### src/sv/ksmn_pkg.sv
`default_nettype none
package ksmn_pkg;

	localparam int KEYS_DEF     = 12;
	localparam int LEVELS_W     = 12;
	localparam int COUNT_W      = 4;
	localparam int NOTE_W       = 7;
	localparam int STATUS_W     = 8;
	localparam int CFG_DATA_W   = 7;
	localparam int CFG_INDEX_W  = 2;

	localparam logic [STATUS_W-1:0] NOTE_ON  = 8'h90;
	localparam logic [STATUS_W-1:0] NOTE_OFF = 8'h80;
	localparam logic [NOTE_W-1:0]   NOTE_MAX = 7'd127;

	localparam logic [COUNT_W-1:0] ACTIVE_KEYS_RST    = 4'd12;
	localparam logic [NOTE_W-1:0]  BASE_NOTE_RST      = 7'd61;
	localparam logic [NOTE_W-1:0]  PRESS_VELOCITY_RST = 7'd100;

	localparam logic [CFG_INDEX_W-1:0] REG_ACTIVE_KEYS    = 2'd0;
	localparam logic [CFG_INDEX_W-1:0] REG_BASE_NOTE      = 2'd1;
	localparam logic [CFG_INDEX_W-1:0] REG_PRESS_VELOCITY = 2'd2;

	typedef enum logic {
		ST_IDLE,
		ST_SCAN
	} ksmn_state_t;

	typedef struct packed {
		logic load;
		logic advance;
		logic emit;
	} ksmn_cmd_t;

	typedef struct packed {
		logic edge_here;
		logic none_left;
		logic out_free;
	} ksmn_sts_t;

endpackage
`default_nettype wire

### src/sv/key_scan_to_midi_note_events.sv
// Key scan to MIDI note event encoder.
// Input channel (in_valid / in_stall) carries one beat per scan: key_levels,
// bit i the level of key i. Output channel (out_valid / out_stall) carries one
// beat per MIDI message: status_byte, note_number, velocity and last_event,
// which marks the final message of a scan. A scan with no level change gives
// no beat at all. Messages leave in ascending key order.
// Configuration: cfg_write with cfg_index 0 (active_keys), 1 (base_note),
// 2 (press_velocity) and cfg_data; write only while the block is idle.
// Timing: after a scan beat is taken the controller walks the scanned keys,
// one key per cycle unless out_stall holds it, from key 0 up to the highest
// changed key; the next scan beat is taken once the walk ends, and a scan
// with no change ends it without visiting a key. The message of a key is
// registered when the walk reaches it. in_stall is high for the whole walk.
// Back-pressure: out_stall holds the output register and pauses the walk on
// the next changed key; nothing is lost or repeated.
// Reset: all stored key levels go high, active_keys 12, base_note 61,
// press_velocity 100, no beat pending.
`default_nettype none
module key_scan_to_midi_note_events #(
	parameter int KEYS = ksmn_pkg::KEYS_DEF
) (
	input  wire logic                              clk,
	input  wire logic                              arst_n,
	input  wire logic                              cfg_write,
	input  wire logic [ksmn_pkg::CFG_INDEX_W-1:0]  cfg_index,
	input  wire logic [ksmn_pkg::CFG_DATA_W-1:0]   cfg_data,
	input  wire logic                              in_valid,
	output logic                                   in_stall,
	input  wire logic [ksmn_pkg::LEVELS_W-1:0]     key_levels,
	output logic                                   out_valid,
	input  wire logic                              out_stall,
	output logic [ksmn_pkg::STATUS_W-1:0]          status_byte,
	output logic [ksmn_pkg::NOTE_W-1:0]            note_number,
	output logic [ksmn_pkg::NOTE_W-1:0]            velocity,
	output logic                                   last_event
);
	import ksmn_pkg::*;

	ksmn_cmd_t cmd;
	ksmn_sts_t sts;

	ksmn_ctrl u_ctrl (
		.clk      (clk),
		.arst_n   (arst_n),
		.in_valid (in_valid),
		.in_stall (in_stall),
		.sts      (sts),
		.cmd      (cmd)
	);

	ksmn_dp #(
		.KEYS (KEYS)
	) u_dp (
		.clk         (clk),
		.arst_n      (arst_n),
		.cfg_write   (cfg_write),
		.cfg_index   (cfg_index),
		.cfg_data    (cfg_data),
		.key_levels  (key_levels),
		.cmd         (cmd),
		.sts         (sts),
		.out_valid   (out_valid),
		.out_stall   (out_stall),
		.status_byte (status_byte),
		.note_number (note_number),
		.velocity    (velocity),
		.last_event  (last_event)
	);

endmodule
`default_nettype wire

### src/sv/ksmn_ctrl.sv
`default_nettype none
module ksmn_ctrl (
	input  wire logic                  clk,
	input  wire logic                  arst_n,
	input  wire logic                  in_valid,
	output logic                       in_stall,
	input  wire ksmn_pkg::ksmn_sts_t   sts,
	output ksmn_pkg::ksmn_cmd_t        cmd
);
	import ksmn_pkg::*;

	ksmn_state_t state_q, state_nxt;

	always_ff @(posedge clk or negedge arst_n) begin
		if (!arst_n) begin
			state_q <= ST_IDLE;
		end else begin
			state_q <= state_nxt;
		end
	end

	always_comb begin
		state_nxt = state_q;
		unique case (state_q)
			ST_IDLE: begin
				if (in_valid) state_nxt = ST_SCAN;
			end
			ST_SCAN: begin
				if (sts.none_left) state_nxt = ST_IDLE;
			end
			default: state_nxt = ST_IDLE;
		endcase
	end

	always_comb begin
		in_stall    = 1'b1;
		cmd.load    = 1'b0;
		cmd.advance = 1'b0;
		cmd.emit    = 1'b0;
		unique case (state_q)
			ST_IDLE: begin
				in_stall = 1'b0;
				cmd.load = in_valid;
			end
			ST_SCAN: begin
				if (!sts.none_left) begin
					cmd.emit    = sts.edge_here & sts.out_free;
					cmd.advance = !sts.edge_here | sts.out_free;
				end
			end
			default: in_stall = 1'b1;
		endcase
	end

endmodule
`default_nettype wire

### src/sv/ksmn_dp.sv
`default_nettype none
module ksmn_dp #(
	parameter int KEYS = ksmn_pkg::KEYS_DEF
) (
	input  wire logic                                 clk,
	input  wire logic                                 arst_n,
	input  wire logic                                 cfg_write,
	input  wire logic [ksmn_pkg::CFG_INDEX_W-1:0]     cfg_index,
	input  wire logic [ksmn_pkg::CFG_DATA_W-1:0]      cfg_data,
	input  wire logic [ksmn_pkg::LEVELS_W-1:0]        key_levels,
	input  wire ksmn_pkg::ksmn_cmd_t                  cmd,
	output ksmn_pkg::ksmn_sts_t                       sts,
	output logic                                      out_valid,
	input  wire logic                                 out_stall,
	output logic [ksmn_pkg::STATUS_W-1:0]             status_byte,
	output logic [ksmn_pkg::NOTE_W-1:0]               note_number,
	output logic [ksmn_pkg::NOTE_W-1:0]               velocity,
	output logic                                      last_event
);
	import ksmn_pkg::*;

	localparam int SCAN_W = (KEYS < LEVELS_W) ? KEYS : LEVELS_W;
	localparam int IDX_W  = (SCAN_W > 1) ? $clog2(SCAN_W) : 1;
	localparam int N_W    = COUNT_W + 1;

	logic [COUNT_W-1:0]  active_keys_q;
	logic [NOTE_W-1:0]   base_note_q;
	logic [NOTE_W-1:0]   press_velocity_q;
	logic [SCAN_W-1:0]   prev_levels_q;
	logic [SCAN_W-1:0]   levels_q;
	logic [SCAN_W-1:0]   diff_q;
	logic [IDX_W-1:0]    key_q;
	logic                out_valid_q;
	logic [STATUS_W-1:0] status_q;
	logic [NOTE_W-1:0]   note_q;
	logic [NOTE_W-1:0]   velocity_q;
	logic                last_q;

	logic [N_W-1:0]      scan_n;
	logic [SCAN_W-1:0]   scan_mask;
	logic [SCAN_W-1:0]   scan_levels;
	logic [SCAN_W-1:0]   key_bit;
	logic [SCAN_W-1:0]   diff_rest;
	logic [NOTE_W:0]     note_sum;
	logic [NOTE_W-1:0]   note_sat;

	always_comb begin
		scan_n = (N_W'(active_keys_q) > N_W'(SCAN_W)) ? N_W'(SCAN_W) : N_W'(active_keys_q);
		for (int i = 0; i < SCAN_W; i++) begin
			scan_mask[i] = N_W'(i) < scan_n;
		end
	end

	assign scan_levels = key_levels[SCAN_W-1:0];
	assign key_bit     = SCAN_W'(1) << key_q;
	assign diff_rest   = diff_q & ~key_bit;
	assign note_sum    = (NOTE_W+1)'(base_note_q) + (NOTE_W+1)'(key_q);
	assign note_sat    = note_sum[NOTE_W] ? NOTE_MAX : note_sum[NOTE_W-1:0];

	assign sts.edge_here = diff_q[key_q];
	assign sts.none_left = (diff_q == '0);
	assign sts.out_free  = !out_valid_q || !out_stall;

	always_ff @(posedge clk or negedge arst_n) begin
		if (!arst_n) begin
			active_keys_q    <= ACTIVE_KEYS_RST;
			base_note_q      <= BASE_NOTE_RST;
			press_velocity_q <= PRESS_VELOCITY_RST;
		end else if (cfg_write) begin
			unique case (cfg_index)
				REG_ACTIVE_KEYS:    active_keys_q    <= cfg_data[COUNT_W-1:0];
				REG_BASE_NOTE:      base_note_q      <= cfg_data[NOTE_W-1:0];
				REG_PRESS_VELOCITY: press_velocity_q <= cfg_data[NOTE_W-1:0];
				default: ;
			endcase
		end
	end

	always_ff @(posedge clk or negedge arst_n) begin
		if (!arst_n) begin
			prev_levels_q <= '1;
			diff_q        <= '0;
			key_q         <= '0;
			out_valid_q   <= 1'b0;
		end else begin
			if (cmd.load) begin
				diff_q        <= (scan_levels ^ prev_levels_q) & scan_mask;
				prev_levels_q <= (prev_levels_q & ~scan_mask) | (scan_levels & scan_mask);
				key_q         <= '0;
			end else begin
				if (cmd.emit) diff_q <= diff_rest;
				if (cmd.advance) key_q <= key_q + IDX_W'(1);
			end
			if (cmd.emit) begin
				out_valid_q <= 1'b1;
			end else if (!out_stall) begin
				out_valid_q <= 1'b0;
			end
		end
	end

	always_ff @(posedge clk) begin
		if (cmd.load) levels_q <= scan_levels;
		if (cmd.emit) begin
			status_q   <= levels_q[key_q] ? NOTE_ON : NOTE_OFF;
			velocity_q <= levels_q[key_q] ? press_velocity_q : '0;
			note_q     <= note_sat;
			last_q     <= (diff_rest == '0);
		end
	end

	assign out_valid   = out_valid_q;
	assign status_byte = status_q;
	assign note_number = note_q;
	assign velocity    = velocity_q;
	assign last_event  = last_q;

endmodule
`default_nettype wire
### config.mk
export PLATFORM = sky130hd
export DESIGN_NAME = key_scan_to_midi_note_events
export DESIGN_NICKNAME = d
export VERILOG_FILES = /design/src/sv/ksmn_pkg.sv /design/src/sv/key_scan_to_midi_note_events.sv /design/src/sv/ksmn_ctrl.sv /design/src/sv/ksmn_dp.sv
export SDC_FILE = /design/constraint.sdc
export NUM_CORES = 1
export LEC_CHECK = 0
export BUFFER_PORTS_ARGS = -buffer_cell sky130_fd_sc_hd__buf_4
export CORE_MARGIN = 2
export CORE_UTILIZATION = 39
export CTS_BUF_LIST = sky130_fd_sc_hd__clkbuf_16
export DETAILED_ROUTE_END_ITERATION = 12
export SYNTH_ARGS = -nofsm -noshare
export SYNTH_HDL_FRONTEND = slang
export SYNTH_SLANG_ARGS = --single-unit
### constraint.sdc
create_clock -name clk -period 3.35 [get_ports clk]
set_input_delay 0 -clock clk [delete_from_list [all_inputs] [get_ports clk]]
set_output_delay 0 -clock clk [all_outputs]
set_load 0.02 [all_outputs]
==> impl_metrics.csv <==
group,metric,value,unit
logic_synthesis,synth_top_area_share,0.217,
die,ios,51,
clocking,cts_buffers,9,
global_route,grt-ovfl-total,0,
worst_setup_path,critPathMaxStageDelay,760,ps
power,internal_power,2840,uW
sta,clock-skew-final,8.77,ps
detailed_routing,drc,0,
logic_synthesis,yosys.area_share.simple,0.111,
detailed_routing,drt-initial-drc-count,160,
clocking,clkLatencyLatePin,340,ps
logic_synthesis,synth_flop_cell,"edfxtp_1",
sta,worst_slack,774,ps
die,core_area,9730,um2
finish,post-route-util,0.493,
logic_synthesis,synthTopCellsByArea,"edfxtp_1 (22%), dfrtp_1 (17%), dfstp_2 (15%)",
global_route,antenna_found_initial,0,
logic_synthesis,synth_edf_count,28,
worst_setup_path,required,3570,ps
finish,drive_gt1_frac,0.317,
clocking,cts_root_buf,"clkbuf_16",
sta,worst_pin_slew,849,ps
logic_synthesis,yosysWarnings,0,
finish,final_nets,414,
worst_setup_path,path_max_fanout,14,
sta,setup_tns,0,ps
worst_setup_path,path_cells,"mux4_2 -> or2_1 -> and3_4 -> a311o_4 -> mux2_4",
logic_synthesis,syn_inst,312,
worst_setup_path,critPathBufInv,0,
logic_synthesis,yosys.area_share.adder,0.0374,
logic_synthesis,muxShareOfSynthArea,0.144,
logic_synthesis,synth_compound_area_frac,0.0987,
min_path,hold_class,"in -> reg",
detailed_routing,dr.pass1.iters,4,
die,start_util,0.399,
power,power.switching,1600,uW
sta,finalMaxSlewViolations,0,
run_status,status,"completed",
clocking,clockBufferDepth,2,
sta,setup_viol,0,
power,ir_drop,0.000350,V
logic_synthesis,yosys_register_bits,76,
global_route,grt_usage,0.161,
worst_setup_path,cp_slowest_cell,"dfrtp_1",
die,row_count,36,
worst_setup_path,end_kind,"register",
sta,fmaxAchievable,388,MHz
power,swShare,0.361,
sta,slew_headroom,0.428,
worst_setup_path,reg2reg_depth,5,
logic_synthesis,syn_area,3880,um2
global_route,grt_pass1_wl,13.7,mm
detailed_routing,antenna_left,0,
die,die_y,104,um
logic_synthesis,synth.distinct_cells,58,
placed_design,hpwl,5.74,mm
power,p_leak,0.00197,uW
min_path,hold_path_depth,3,
logic_synthesis,async_flop_share,0.632,
clocking,cts_resized,0,
logic_synthesis,yosysSeqAreaShare,0.534,
sta,post-route-period-util,0.769,
power,seq_power_share,0.402,
finish,areaGrowthSynthToFinish,23.6,%
sta,hold_violations,0,
placed_design,gp_congestion,0.865,
clocking,cts_sinks,76,
detailed_routing,vias_per_cell,5.07,
global_route,grt_max_degree,49,
finish,layout.cells.most_common,"buf_4",
logic_synthesis,synth_top_family_by_area,"multiplexers",
die,die_w,104,um
clocking,clk_pin_slew,60,ps
die,dieArea,10800,um2
finish,diodes,0,
detailed_routing,wl_per_cell,15.9,um
worst_setup_path,arrival,2800,ps
logic_synthesis,avgSynthCellArea,12.4,um2
worst_setup_path,crit_type,"reg -> reg",
worst_setup_path,path_delay_family,"multiplexers",
power,combPwrFrac,0.382,
clocking,htreeDepth,3,
sta,fin_crit,2580,ps
power,powerDensity,927,nW/um2
finish,layout_common_cells,"buf_4 (46), mux2_2 (30), edfxtp_1 (28)",
logic_synthesis,synth-xor-area-share,0.0316,
detailed_routing,wirelength,8.18,mm
logic_synthesis,yosys.area.top_type,"edfxtp_1",
clocking,cts_tree,"yes",
global_route,grt_pass1_vias,2630,
placed_design,dp_slack,809,ps
placed_design,port_buffers,43,
worst_setup_path,path_depth,5,
detailed_routing,vias,2613,
job,maxCapViolCount,0,
worst_setup_path,startpoint_type,"register",
sta,rsz0062_at_grt,"false",
power,clock_power_share,0.216,
## cell usage after synthesis, types with 3 or more instances
library cell,number
clkbuf_1,6
a32o_1,3
mux2_2,30
and2_1,7
inv_1,10
buf_4,7
nand2_1,16
edfxtp_1,28
xor2_1,7
mux2i_1,7
nor4_1,5
ha_1,10
dfstp_2,22
nor2b_1,8
nor3_1,6
nor2_1,17
mux4_1,3
a31oi_1,9
nand2b_1,5
a21oi_1,17
dfrtp_1,26
nand4_1,3
xnor2_1,7
o21ai_0,7
a22oi_1,3
## logic make-up after synthesis
logic type | after synthesis
muxes | 44
xor gates and xnor gates | 14
and+or+nand+nor | 81
adders and majority gates | 11
other | 2
buffers and inverters | 29
DFF | 76
AOI/OAI and AO/OA | 55
## final cells by class
type / count / area, um2
fillers: 904 / 4940
flip-flops and latches: 76 / 2070
multi-input cells: 212 / 1670
repair buffers: 67 / 556
clock buffers: 9 / 225
well taps: 133 / 166
clock inverters: 7 / 68.8
inverters: 11 / 41.3
## worst reg2reg max path: cells and delay by family, from the launching register on
family	cells	cell delay [ps]
flops	1	760
mux	2	880
simple gates	2	400
compound gates	1	430
## power groups by stage
| stage | clock [uW] | sequential, uW | combinational (uW) |
|---|---|---|---|
| floorplan | 0 | 1780 | 1180 |
| finish | 959 | 1790 | 1700 |
| CTS | 971 | 1780 | 1710 |
| detailed placement | 0 | 1800 | 1680 |
| global placement | 0 | 1790 | 1660 |
| global route | 1010 | 1840 | 1860 |
## worst paths after layout
path	startpoint	endpoint	slack, ps
max	u_dp.key_q[0]	u_dp.key_q[1]	770
min	cfg_index[1]	u_dp.active_keys_q[2]	90
min reg2reg	u_dp.press_velocity_q[3]	u_dp.press_velocity_q[3]	500
max in group asynchronous	arst_n	u_dp.key_q[0]	2700
min in group asynchronous	arst_n	u_dp.diff_q[8]	230
max reg2reg	u_dp.key_q[0]	u_dp.key_q[1]	770
## what timing repair did
action | 4_1_cts | 5_1_grt
buffers inserted | 0 | 0
hold endpoints to repair | 69 | 0
hold buffers | 21 | 0
setup endpoints to repair | 0 | 0
## stage by stage
step	area (um2)	total power [uW]	std cells	hold slack, ps
2_1_floorplan	3900	2970	317	-296
3_3_place_gp	4290	3450	478	59.8
6_report	4790	4440	515	94.1
5_1_grt	4790	4710	515	109
3_5_place_dp	4290	3480	478	63.6
4_1_cts	4790	4470	515	95.9
## metal layers
layer  GRT usage  wire (um)  vias up
met5           0          0        -
met4      0.0618        151        0
met3      0.0302        240       14
met2       0.254       3940       46
met1       0.221       3850     1294
li1            -          -     1259
Power figures use the tool's default switching activity.
